<file path="config.mk">
export PLATFORM = sky130hd
export DESIGN_NAME = info_frame_stuffing_framer
export DESIGN_NICKNAME = d
export VERILOG_FILES = /design/src/rtl/ifsf_pkg.sv /design/src/rtl/ifsf_regs.sv /design/src/rtl/ifsf_front.sv /design/src/rtl/ifsf_queue.sv /design/src/rtl/ifsf_back.sv /design/src/rtl/info_frame_stuffing_framer.sv
export SDC_FILE = /design/constraint.sdc
export NUM_CORES = 1
export LEC_CHECK = 0
export BUFFER_PORTS_ARGS = -buffer_cell sky130_fd_sc_hd__buf_4
export CAP_MARGIN = 20
export CORE_AREA = 3 3 132 134
export CTS_CLUSTER_DIAMETER = 200
export CTS_CLUSTER_SIZE = 40
export DETAILED_ROUTE_END_ITERATION = 12
export DIE_AREA = 0 0 135 137
export PLACE_DENSITY = 0.81
export SLEW_MARGIN = 20
export SYNTH_ARGS = -nofsm -noshare
export SYNTH_HDL_FRONTEND = slang
export SYNTH_SLANG_ARGS = --single-unit
</file>
<file path="constraint.sdc">
create_clock -name clk -period 7 [get_ports clk]
set_input_delay 1.05 -clock clk [delete_from_list [all_inputs] [get_ports clk]]
set_output_delay 1.05 -clock clk [all_outputs]
set_load 0.01 [all_outputs]
</file>
<file path="src/rtl/ifsf_pkg.sv">
// Shared types, constants and helper functions of the stuffing framer.
// Used by every module of the block; depends on nothing.
package ifsf_pkg;

    localparam int unsigned DATA_W          = 8;
    localparam int unsigned CORRUPT_W       = 16;
    localparam int unsigned PADDR_W         = 5;
    localparam int unsigned PDATA_W         = 32;
    localparam int unsigned SEQ_SHIFT       = 6;
    localparam int unsigned QUEUE_DEPTH_DEF = 4;

    localparam logic [DATA_W-1:0]    FLAG_RST    = 8'h7E;
    localparam logic [DATA_W-1:0]    ESCAPE_RST  = 8'h7D;
    localparam logic [DATA_W-1:0]    MASK_RST    = 8'h20;
    localparam logic [DATA_W-1:0]    ADDRESS_RST = 8'h03;
    localparam logic [CORRUPT_W-1:0] CORRUPT_RST = 16'h0000;

    typedef enum logic [2:0] {
        REG_FLAG    = 3'd0,
        REG_ESCAPE  = 3'd1,
        REG_MASK    = 3'd2,
        REG_ADDRESS = 3'd3,
        REG_CORRUPT = 3'd4
    } reg_idx_t;

    typedef struct packed {
        logic [DATA_W-1:0] flag_byte;
        logic [DATA_W-1:0] escape_byte;
        logic [DATA_W-1:0] stuff_mask;
        logic [DATA_W-1:0] address_byte;
    } cfg_t;

    // One classified payload byte, as handed from the front end to the emitter.
    typedef struct packed {
        logic              hdr;
        logic              seq;
        logic [DATA_W-1:0] data;
        logic              last;
        logic [DATA_W-1:0] check;
    } cmd_t;

    typedef struct packed {
        logic [CORRUPT_W-1:0] value;
        logic                 load;
    } corrupt_wr_t;

    function automatic logic needs_stuff(input logic [DATA_W-1:0] b, input cfg_t cfg);
        return (b == cfg.flag_byte) || (b == cfg.escape_byte);
    endfunction

endpackage

</file>
<file path="src/rtl/ifsf_regs.sv">
// Configuration register file behind the APB-style port.
// Depends on ifsf_pkg for the register map and the configuration struct.
module ifsf_regs
(
    input  logic                           clk,
    input  logic                           rst_n,
    input  logic                           psel,
    input  logic                           penable,
    input  logic                           pwrite,
    input  logic [ifsf_pkg::PADDR_W-1:0]   paddr,
    input  logic [ifsf_pkg::PDATA_W-1:0]   pwdata,
    output logic [ifsf_pkg::PDATA_W-1:0]   prdata,
    output logic                           pready,
    output ifsf_pkg::cfg_t                 cfg,
    output ifsf_pkg::corrupt_wr_t          corrupt_wr
);
    import ifsf_pkg::*;

    logic [DATA_W-1:0]    flag_reg;
    logic [DATA_W-1:0]    escape_reg;
    logic [DATA_W-1:0]    mask_reg;
    logic [DATA_W-1:0]    address_reg;
    logic [CORRUPT_W-1:0] corrupt_reg;
    logic                 wr_en;
    reg_idx_t             idx;

    assign pready = 1'b1;
    assign wr_en  = psel && penable && pwrite && pready;
    assign idx    = reg_idx_t'(paddr[PADDR_W-1:2]);

    always_ff @(posedge clk or negedge rst_n)
    begin
        if (!rst_n)
        begin
            flag_reg    <= FLAG_RST;
            escape_reg  <= ESCAPE_RST;
            mask_reg    <= MASK_RST;
            address_reg <= ADDRESS_RST;
            corrupt_reg <= CORRUPT_RST;
        end
        else if (wr_en)
        begin
            case (idx)
                REG_FLAG:    flag_reg    <= pwdata[DATA_W-1:0];
                REG_ESCAPE:  escape_reg  <= pwdata[DATA_W-1:0];
                REG_MASK:    mask_reg    <= pwdata[DATA_W-1:0];
                REG_ADDRESS: address_reg <= pwdata[DATA_W-1:0];
                REG_CORRUPT: corrupt_reg <= pwdata[CORRUPT_W-1:0];
                default:     ;
            endcase
        end
    end

    always_comb
    begin
        case (idx)
            REG_FLAG:    prdata = PDATA_W'(flag_reg);
            REG_ESCAPE:  prdata = PDATA_W'(escape_reg);
            REG_MASK:    prdata = PDATA_W'(mask_reg);
            REG_ADDRESS: prdata = PDATA_W'(address_reg);
            REG_CORRUPT: prdata = PDATA_W'(corrupt_reg);
            default:     prdata = '0;
        endcase
    end

    assign cfg.flag_byte    = flag_reg;
    assign cfg.escape_byte  = escape_reg;
    assign cfg.stuff_mask   = mask_reg;
    assign cfg.address_byte = address_reg;

    // Every write of the fault-injection register reloads the frame countdown.
    assign corrupt_wr.load  = wr_en && (idx == REG_CORRUPT);
    assign corrupt_wr.value = pwdata[CORRUPT_W-1:0];

endmodule

</file>
<file path="src/rtl/ifsf_front.sv">
// Front end: accepts payload bytes, tracks the open frame, the payload check
// and the fault-injection countdown, and pushes classified commands. Uses ifsf_pkg.
module ifsf_front
(
    input  logic                          clk,
    input  logic                          rst_n,
    input  logic                          s_tvalid,
    output logic                          s_tready,
    input  logic [ifsf_pkg::DATA_W-1:0]   s_tdata,
    input  logic                          s_tlast,
    input  logic [1:0]                    s_tuser,
    input  ifsf_pkg::corrupt_wr_t         corrupt_wr,
    input  logic                          queue_full,
    output logic                          push,
    output ifsf_pkg::cmd_t                cmd
);
    import ifsf_pkg::*;

    logic                 open_reg;
    logic [DATA_W-1:0]    check_reg;
    logic [CORRUPT_W-1:0] corrupt_left_reg;
    logic                 accept;
    logic                 first;
    logic [DATA_W-1:0]    sum;
    logic                 corrupt;

    assign s_tready = !queue_full;
    assign accept   = s_tvalid && s_tready;
    assign first    = s_tuser[0];

    // A byte that neither opens a frame nor falls inside one is dropped here.
    assign push     = accept && (first || open_reg);

    assign sum      = (first ? '0 : check_reg) ^ s_tdata;
    assign corrupt  = (corrupt_left_reg != '0);

    assign cmd.hdr   = first;
    assign cmd.seq   = s_tuser[1];
    assign cmd.data  = s_tdata;
    assign cmd.last  = s_tlast;
    assign cmd.check = corrupt ? '0 : sum;

    always_ff @(posedge clk or negedge rst_n)
    begin
        if (!rst_n)
        begin
            open_reg         <= 1'b0;
            check_reg        <= '0;
            corrupt_left_reg <= '0;
        end
        else
        begin
            if (push)
            begin
                open_reg  <= !s_tlast;
                check_reg <= s_tlast ? '0 : sum;
            end
            if (corrupt_wr.load)
            begin
                corrupt_left_reg <= corrupt_wr.value;
            end
            else if (push && s_tlast && corrupt)
            begin
                corrupt_left_reg <= corrupt_left_reg - CORRUPT_W'(1);
            end
        end
    end

endmodule

</file>
<file path="src/rtl/ifsf_queue.sv">
// Short command queue between the front end and the emitter.
// Register-based, power-of-two depth; uses ifsf_pkg for the command type.
module ifsf_queue
#(
    parameter int unsigned DEPTH = ifsf_pkg::QUEUE_DEPTH_DEF
)
(
    input  logic           clk,
    input  logic           rst_n,
    input  logic           push,
    input  ifsf_pkg::cmd_t push_cmd,
    input  logic           pop,
    output ifsf_pkg::cmd_t head,
    output logic           full,
    output logic           empty
);
    import ifsf_pkg::*;

    localparam int unsigned PTR_W = (DEPTH > 1) ? $clog2(DEPTH) : 1;
    localparam int unsigned CNT_W = $clog2(DEPTH + 1);

    cmd_t             mem_reg [DEPTH];
    logic [PTR_W-1:0] wptr_reg;
    logic [PTR_W-1:0] rptr_reg;
    logic [CNT_W-1:0] count_reg;
    logic [CNT_W-1:0] count_next;
    logic             do_push;
    logic             do_pop;

    assign full    = (count_reg == CNT_W'(DEPTH));
    assign empty   = (count_reg == '0);
    assign do_push = push && !full;
    assign do_pop  = pop && !empty;
    assign head    = mem_reg[rptr_reg];

    always_comb
    begin
        case ({do_push, do_pop})
            2'b10:   count_next = count_reg + CNT_W'(1);
            2'b01:   count_next = count_reg - CNT_W'(1);
            default: count_next = count_reg;
        endcase
    end

    always_ff @(posedge clk or negedge rst_n)
    begin
        if (!rst_n)
        begin
            wptr_reg  <= '0;
            rptr_reg  <= '0;
            count_reg <= '0;
        end
        else
        begin
            count_reg <= count_next;
            if (do_push)
            begin
                wptr_reg <= wptr_reg + PTR_W'(1);
            end
            if (do_pop)
            begin
                rptr_reg <= rptr_reg + PTR_W'(1);
            end
        end
    end

    always_ff @(posedge clk)
    begin
        if (do_push)
        begin
            mem_reg[wptr_reg] <= push_cmd;
        end
    end

endmodule

</file>
<file path="src/rtl/ifsf_back.sv">
// Emitter: walks the byte slots of the command at the queue head and drives
// the registered output stream one byte per cycle while m_tready allows. Uses ifsf_pkg.
module ifsf_back
(
    input  logic                          clk,
    input  logic                          rst_n,
    input  ifsf_pkg::cfg_t                cfg,
    input  ifsf_pkg::cmd_t                head,
    input  logic                          empty,
    output logic                          pop,
    output logic                          m_tvalid,
    input  logic                          m_tready,
    output logic [ifsf_pkg::DATA_W-1:0]   m_tdata,
    output logic                          m_tlast
);
    import ifsf_pkg::*;

    typedef enum logic [9:0] {
        S_START = 10'b0000000001,
        S_FLAG  = 10'b0000000010,
        S_ADDR  = 10'b0000000100,
        S_CTRL  = 10'b0000001000,
        S_HCHK  = 10'b0000010000,
        S_DESC  = 10'b0000100000,
        S_DATA  = 10'b0001000000,
        S_CESC  = 10'b0010000000,
        S_CHK   = 10'b0100000000,
        S_CLOSE = 10'b1000000000
    } slot_t;

    slot_t             slot_reg;
    slot_t             slot_next;
    slot_t             eff;
    slot_t             nxt;
    logic              valid_reg;
    logic [DATA_W-1:0] data_reg;
    logic              last_reg;
    logic [DATA_W-1:0] ctrl;
    logic              data_st;
    logic              chk_st;
    logic [DATA_W-1:0] byte_val;
    logic              byte_end;
    logic              done;
    logic              out_load;

    assign ctrl    = DATA_W'(head.seq) << SEQ_SHIFT;
    assign data_st = needs_stuff(head.data, cfg);
    assign chk_st  = needs_stuff(head.check, cfg);

    // At the start of a command the first slot is picked from the command itself.
    always_comb
    begin
        if (slot_reg == S_START)
        begin
            if (head.hdr)
            begin
                eff = S_FLAG;
            end
            else if (data_st)
            begin
                eff = S_DESC;
            end
            else
            begin
                eff = S_DATA;
            end
        end
        else
        begin
            eff = slot_reg;
        end
    end

    always_comb
    begin
        byte_end = 1'b0;
        done     = 1'b0;
        nxt      = S_START;
        case (eff)
            S_FLAG:
            begin
                byte_val = cfg.flag_byte;
                nxt      = S_ADDR;
            end
            S_ADDR:
            begin
                byte_val = cfg.address_byte;
                nxt      = S_CTRL;
            end
            S_CTRL:
            begin
                byte_val = ctrl;
                nxt      = S_HCHK;
            end
            S_HCHK:
            begin
                byte_val = cfg.address_byte ^ ctrl;
                nxt      = data_st ? S_DESC : S_DATA;
            end
            S_DESC:
            begin
                byte_val = cfg.escape_byte;
                nxt      = S_DATA;
            end
            S_DATA:
            begin
                byte_val = data_st ? (head.data ^ cfg.stuff_mask) : head.data;
                if (!head.last)
                begin
                    done = 1'b1;
                end
                else
                begin
                    nxt = chk_st ? S_CESC : S_CHK;
                end
            end
            S_CESC:
            begin
                byte_val = cfg.escape_byte;
                nxt      = S_CHK;
            end
            S_CHK:
            begin
                byte_val = chk_st ? (head.check ^ cfg.stuff_mask) : head.check;
                nxt      = S_CLOSE;
            end
            S_CLOSE:
            begin
                byte_val = cfg.flag_byte;
                byte_end = 1'b1;
                done     = 1'b1;
            end
            default:
            begin
                byte_val = cfg.flag_byte;
                done     = 1'b1;
            end
        endcase
    end

    // The output register takes a new byte when the queue holds a command and the register is empty or being drained.
    assign out_load  = !empty && (!valid_reg || m_tready);
    assign pop       = out_load && done;
    assign slot_next = out_load ? (done ? S_START : nxt) : slot_reg;

    always_ff @(posedge clk or negedge rst_n)
    begin
        if (!rst_n)
        begin
            slot_reg  <= S_START;
            valid_reg <= 1'b0;
        end
        else
        begin
            slot_reg <= slot_next;
            if (out_load)
            begin
                valid_reg <= 1'b1;
            end
            else if (m_tready)
            begin
                valid_reg <= 1'b0;
            end
        end
    end

    always_ff @(posedge clk)
    begin
        if (out_load)
        begin
            data_reg <= byte_val;
            last_reg <= byte_end;
        end
    end

    assign m_tvalid = valid_reg;
    assign m_tdata  = data_reg;
    assign m_tlast  = last_reg;

endmodule

</file>
<file path="src/rtl/info_frame_stuffing_framer.sv">
// Stuffing framer with XOR block checks: top level.
// Payload bytes enter on the s_ stream, framed bytes leave on the m_ stream.
// Each accepted payload byte yields one to nine output bytes: with a first mark
// the header (flag, address, control, header check) comes before it, a flag or
// escape value is sent as escape then the byte XOR the mask, and with a last
// mark the stuffed payload check and the closing flag (tlast high) follow.
// A byte with no first mark outside an open frame yields nothing.
// The front end classifies each transaction combinationally and writes it to a
// QUEUE_DEPTH-entry command queue; the emitter sends one byte per cycle, while
// the receiver takes them, from the queue head through an output register. The
// first output byte of an item passes through the queue and then the output
// register; the queue takes new transactions while the emitter still sends
// earlier ones, so plain mid-frame bytes stream at one per cycle when the
// receiver does not stall, and a stuffed byte yields two output bytes.
// When the receiver holds m_tready low the output byte is held, the queue fills
// and s_tready falls; nothing is lost. Reset empties the queue, closes any frame
// and restores the register defaults. The user must write registers through the
// APB port only while the block is idle (not enforced); pready is always high.
module info_frame_stuffing_framer
#(
    parameter int unsigned QUEUE_DEPTH = ifsf_pkg::QUEUE_DEPTH_DEF
)
(
    input  logic                           clk,
    input  logic                           rst_n,
    input  logic                           s_tvalid,
    output logic                           s_tready,
    input  logic [ifsf_pkg::DATA_W-1:0]    s_tdata,   // [7:0] data_byte
    input  logic                           s_tlast,
    input  logic [1:0]                     s_tuser,   // [0] first_byte, [1] seq_bit
    output logic                           m_tvalid,
    input  logic                           m_tready,
    output logic [ifsf_pkg::DATA_W-1:0]    m_tdata,   // [7:0] out_byte
    output logic                           m_tlast,
    input  logic                           psel,
    input  logic                           penable,
    input  logic                           pwrite,
    input  logic [ifsf_pkg::PADDR_W-1:0]   paddr,
    input  logic [ifsf_pkg::PDATA_W-1:0]   pwdata,
    output logic [ifsf_pkg::PDATA_W-1:0]   prdata,
    output logic                           pready
);
    import ifsf_pkg::*;

    cfg_t        cfg;
    corrupt_wr_t corrupt_wr;
    cmd_t        push_cmd;
    cmd_t        head;
    logic        push;
    logic        pop;
    logic        full;
    logic        empty;

    ifsf_regs u_regs
    (
        .clk        (clk),
        .rst_n      (rst_n),
        .psel       (psel),
        .penable    (penable),
        .pwrite     (pwrite),
        .paddr      (paddr),
        .pwdata     (pwdata),
        .prdata     (prdata),
        .pready     (pready),
        .cfg        (cfg),
        .corrupt_wr (corrupt_wr)
    );

    ifsf_front u_front
    (
        .clk        (clk),
        .rst_n      (rst_n),
        .s_tvalid   (s_tvalid),
        .s_tready   (s_tready),
        .s_tdata    (s_tdata),
        .s_tlast    (s_tlast),
        .s_tuser    (s_tuser),
        .corrupt_wr (corrupt_wr),
        .queue_full (full),
        .push       (push),
        .cmd        (push_cmd)
    );

    ifsf_queue #(
        .DEPTH (QUEUE_DEPTH)
    ) u_queue
    (
        .clk      (clk),
        .rst_n    (rst_n),
        .push     (push),
        .push_cmd (push_cmd),
        .pop      (pop),
        .head     (head),
        .full     (full),
        .empty    (empty)
    );

    ifsf_back u_back
    (
        .clk      (clk),
        .rst_n    (rst_n),
        .cfg      (cfg),
        .head     (head),
        .empty    (empty),
        .pop      (pop),
        .m_tvalid (m_tvalid),
        .m_tready (m_tready),
        .m_tdata  (m_tdata),
        .m_tlast  (m_tlast)
    );

endmodule

</file>
==> results of run 1 <==
logic make-up after synthesis:
family | count (synthesis) | share of synthesized area, %
AND/OR/NAND/NOR | 240 | 13.4
buffers and inverters | 71 | 4.12
XOR/XNOR | 79 | 7.77
flip-flops | 175 | 54.2
other | 2 | 0.0843
multiplexers | 72 | 11.2
adder cells (fa/ha/maj) | 7 | 1.07
AO/OA/AOI/OAI | 117 | 8.16
cell type report:
type | instances | share of cell area [%]
flip-flops and latches | 175 | 47.7
multi-input cells | 532 | 37.3
repair buffers | 71 | 5.27
clock buffers | 23 | 5.26
well taps | 220 | 2.72
inverters | 24 | 0.890
clock inverters | 9 | 0.841
power by group through the flow:
stage	clock network (W)	logic, W	registers (W)
5_1_grt	0.00102	0.00159	0.00164
6_report	0.000964	0.00145	0.00161
4_1_cts	0.000975	0.00144	0.00160
3_3_place_gp	0	0.00138	0.00161
3_5_place_dp	0	0.00142	0.00162
2_1_floorplan	0	0.00110	0.00155
worst max path at each step:
stage | depth (start not counted) | startpoint | end
finish | 8 | u_queue.rptr_reg[1] | u_back.m_tdata[7]
global route | 12 | u_back.slot_reg[5] | u_queue.count_reg[2]
CTS | 13 | u_queue.rptr_reg[1] | u_queue.count_reg[2]
detailed placement | 8 | u_queue.rptr_reg[1] | u_back.m_tdata[6]
global placement | 8 | u_queue.rptr_reg[1] | u_back.m_tdata[6]
floorplan | 6 | paddr[3] | prdata[0]
critical path, stage by stage (launching register included):
cell and delay (ns):
dfrtp_1 0.94, mux4_1 0.57, xnor2_1 0.19, nand4_1 0.14, nor2_2 0.10, nor2_2 0.81, mux2i_1 0.30, o21ai_1 0.08
o32a_1 0.38
layout by cell type (no fill, tap or decap), drive strengths merged, types with 6 or more instances in the layout:
cell	instances
dfrtp	74
nor3b	13
clkbuf	23
edfxtp	85
dfstp	16
mux2i	26
nor3	8
o21ai	50
or3	8
buf	71
nand2	102
mux4	19
nor2	46
o22ai	10
mux2	27
and3	9
and2	8
xor2	12
a21oi	25
inv	29
nand4	9
ha	6
nor2b	12
xnor2	67
conb	17
a221oi	7
through the flow:
step	total power, W	util (%)	cells
2_1_floorplan	0.00265	-	778
3_3_place_gp	0.00299	57.9	1022
3_5_place_dp	0.00304	57.9	1022
4_1_cts	0.00402	61.7	1054
5_1_grt	0.00424	61.7	1054
6_report	0.00402	61.7	1054
per-layer routing:
metal,vias up,wire length (µm),GRT usage (%),part of all wire [%]
met2,172,9910,37.3,50
met3,31,1010,4.71,5.1
met1,3001,8670,29.8,44
met4,0,271,6.38,1.4
li1,2817,-,-,-
met5,-,0,0,0
==> out/summary.txt, run 1 <==
core area = 16400 µm²
peak supply drop = 0.224 mV
Yosys warning count = 0
final worst slack = 3.23 ns
Design Area, Final = 10100 µm²
final setup fails = 0
Area contributors post-synth = edfxtp_1 (29%), dfrtp_1 (21%), xnor2_1 (6.6%)
WS Path Type = flip-flop to flip-flop
P&R area growth vs syn = 13.6%
final wirelength = 19900 µm
worst r2r dst = u_back.m_tdata[7]
share of the synthesized area in the top cell type = 28.7%
RSZ-0062 raised after global routing = no
Clock Skew = 0.0107 ns
first-pass GRT wire length = 31500 µm
Clk Latency, worst-skew pair = 0.44 ns
library cells used by synthesis = 67
initial core utilization = 54.3%
Worst-path clk slew = 0.07 ns
Synth async-reset ratio = 51.4%
Worst Setup Start Kind = flip-flop
Seq/Total Area, Yosys = 54.2%
CTS Sinks = 175
hold crit path type = flip-flop to flip-flop
crit share post-route = 53.9%
Max Cap Viol = 0
worst hold start = u_regs.corrupt_reg[11]
Reg power frac = 40.0%
TNS Setup = 0 ns
Logic pwr share = 36.0%
CP Max Fanout = 22
Most used DFF post-synth = edfxtp_1
syn avg cell area = 11.7 µm²
CTS root buf = clkbuf_16
n_diodes = 0
Placer Congestion = 0.904
Slew HR = 24.7%
R2R setup slack = 3.23 ns
DRT iter0 DRCs = 510
via count = 6021
setup bufs post-CTS = 0
Fmax = 265 MHz
filler cell count = 1263
Pre-antenna DRT Iters = 4
Synth Instances = 763
worst hold slack = 0.469 ns
status = finished, final reports clean
FF/Latch Area = 4820 µm²
number of gates resized after CTS = 0
antenna viol nets, final = 0
hpwl dp = 13500 µm
cts bufs inserted = 17
via/cell ratio = 5.71
DR WL/cell = 18.8 µm
Post-synth EDFFs = 85
flop and latch count out of synthesis = 175
port bufs = 63
# IOs = 99
Critical Path AT = 3.95 ns
multi-input logic area = 3780 µm²
P_int = 0.00259 W
power density cells = 397 nW/µm²
Hold Path Cell Cnt = 2
Overall Global Routing Usage = 22.3%
Rows = 47
Placed Area = 9500 µm²
post-place setup slack = 3.32 ns
most frequent cell after synthesis = nand2_1
die area = 18500 µm²
reg-to-reg startpoint = u_queue.rptr_reg[1]
Switching Share = 35.4%
Hold Path End = u_regs.corrupt_reg[11]
worst path required time = 7.17 ns
gr ovfl total = 0
vias in the first global route = 5864
Slew Viols, Final = 0
clock share of power = 24.0%
layout cells sized above 1 = 21.3%
Static Leak = 4.04 nW
H-tree depth = 4
# DRC = 0
pin slew with the least headroom to its limit = 1.13 ns
antenna violations before repair = 0
post-synth top area cell = edfxtp_1
Die Y = 137 µm
most frequent cells after synthesis = nand2_1 (102), edfxtp_1 (85), dfrtp_1 (74)
Fin. Hold Viols = 0
largest net degree at the start of global routing = 75
Mapped Area = 8910 µm²
Crit. End Element = flip-flop
switching power = 0.00142 W
Largest register FFs = 76
# hold bufs at CTS = 0
Max clock buf depth = 2
R2R cell count = 8
Final #Nets = 883
crit path time final = 3.77 ns
die width = 135 µm
CTS tree = done
No activity file was read; power rests on OpenSTA's default activity.
==> run 2, diff against run 1 <==
==> constraint.sdc (replaced) <==
create_clock -name clk -period 3.9 [get_ports clk]
set_input_delay 0.585 -clock clk [delete_from_list [all_inputs] [get_ports clk]]
set_output_delay 0.585 -clock clk [all_outputs]
set_load 0.01 [all_outputs]
==> out/summary.txt, run 2 (same netlist as run 1, synthesis figures left out) <==
crit path to = u_back.m_tdata[7]
via count = 6160
# IOs = 99
Critical Path AT = 3.72 ns
die width = 135 µm
FF/Latch Area = 4820 µm²
Fmax = 283 MHz
commonest non-fill, non-tap cell in the layout = nand2_1
Design Area, Final = 10200 µm²
number of gates resized after CTS = 0
final wirelength = 20300 µm
initial core utilization = 54.3%
Die Y = 137 µm
P&R area growth vs syn = 14.3%
power density cells = 712 nW/µm²
Max clock buf depth = 2
Slew HR = 33.3%
crit share post-route = 90.7%
n_diodes = 0
DR WL/cell = 19.1 µm
filler cell count = 1233
crit path time final = 3.54 ns
Fin. Hold Viols = 0
CTS tree = done
Largest register FFs = 76
Crit. End Element = flip-flop
first-pass GRT wire length = 32700 µm
cts bufs inserted = 17
R2R cell count = 9
# DRC = 0
antenna violations before repair = 0
Clk Latency, worst-skew pair = 0.44 ns
Placer Congestion = 0.876
port bufs = 63
R2R setup slack = 0.36 ns
CP Max Fanout = 22
antenna viol nets, final = 0
Rows = 47
Final #Nets = 892
multi-input logic area = 3790 µm²
Slew Viols, Final = 0
via/cell ratio = 5.79
hpwl dp = 13900 µm
worst r2r dst = u_back.m_tdata[7]
DRT iter0 DRCs = 710
# hold bufs at CTS = 0
most frequent cells in the layout = nand2_1 (102), edfxtp_1 (85), buf_4 (78), dfrtp_1 (74), xnor2_1 (67)
final setup fails = 0
gr ovfl total = 0
core area = 16400 µm²
CTS root buf = clkbuf_16
RSZ-0062 raised after global routing = no
peak supply drop = 0.443 mV
setup bufs post-CTS = 0
crit path from = u_queue.rptr_reg[0]
reg-to-reg startpoint = u_queue.rptr_reg[0]
worst path required time = 4.09 ns
Worst-path clk slew = 0.07 ns
vias in the first global route = 6130
layout cells sized above 1 = 22.2%
Clock Skew = 0.0104 ns
Pre-antenna DRT Iters = 5
hold crit path type = primary input to asynchronous set/reset pin
status = finished, final reports clean
Overall Global Routing Usage = 23.0%
WS Path Type = flip-flop to flip-flop
H-tree depth = 4
Static Leak = 4.07 nW
CTS Sinks = 175
pin slew with the least headroom to its limit = 0.994 ns
Placed Area = 9580 µm²
largest net degree at the start of global routing = 81
Worst Setup Start Kind = flip-flop
die area = 18500 µm²
TNS Setup = 0 ns
Max Cap Viol = 0
-- run 2: cell count changes in the layout (fill, tap and decap cells not counted), moves of 2 or more --
cell,before,now
buf_4,71,78
clkbuf_16,20,17
clkinv_4,2,0
clkinvlp_4,1,3
inv_8,1,3
-- run 2: metrics by stage --
stage	power (W)	std cells	util, %	setup WS (ns)	hold WS, ns
after floorplan	0.00476	778	-	0.807	0.289
after global placement	0.00544	1031	58.4	0.531	0.454
after detailed placement	0.00554	1031	58.4	0.478	0.457
after CTS	0.00726	1063	62.0	0.414	0.336
after global routing	0.00767	1063	62.0	0.178	0.231
final	0.00725	1063	62.0	0.364	0.177
-- run 2: worst min-delay path by stage --
stage,endpoint,slack [ns],depth (start not counted)
after floorplan,u_back.m_tvalid,0.29,0
after global placement,u_regs.corrupt_reg[12],0.45,2
after detailed placement,u_regs.corrupt_reg[11],0.46,2
after CTS,u_queue.mem_reg[2][17],0.34,1
after global routing,u_regs.corrupt_reg[12],0.23,1
final,u_regs.corrupt_reg[13],0.18,1
-- run 2: area by class of cell --
| class | count | area share, % |
|---|---|---|
| well taps | 220 | 2.70 |
| inverters | 24 | 0.885 |
| repair buffers | 80 | 6.06 |
| multi-input cells | 532 | 37.2 |
| clock inverters | 14 | 1.44 |
| clock buffers | 18 | 4.31 |
| flip-flops and latches | 175 | 47.4 |
-- run 2: layer usage --
layer	up-vias	wire length, µm	share of wire, %	global-route usage [%]
met3	38	1380	6.8	5.11
met1	3056	8510	42	30.9
met4	0	391	1.9	7.45
li1	2823	-	-	-
met2	243	10100	49	37.7
met5	-	0	0	0
-- run 2: where the power goes --
group / internal [W] / leakage, nW / switching, W
clock: 0.000918 / 0.280 / 0.000774
sequential: 0.00248 / 1.89 / 0.000397
combinational: 0.00125 / 1.91 / 0.00143
total: 0.00465 / 4.07 / 0.00260
-- run 2: worst max-delay path, cell delays in order (launching register included) --
cell and delay, ns:
dfrtp_1 0.38, buf_12 0.21, mux4_1 0.73, xnor2_1 0.19, nand4_1 0.12, nor2_2 0.09
nor2_2 0.76, mux2i_1 0.31, o21ai_1 0.10, o32a_1 0.37
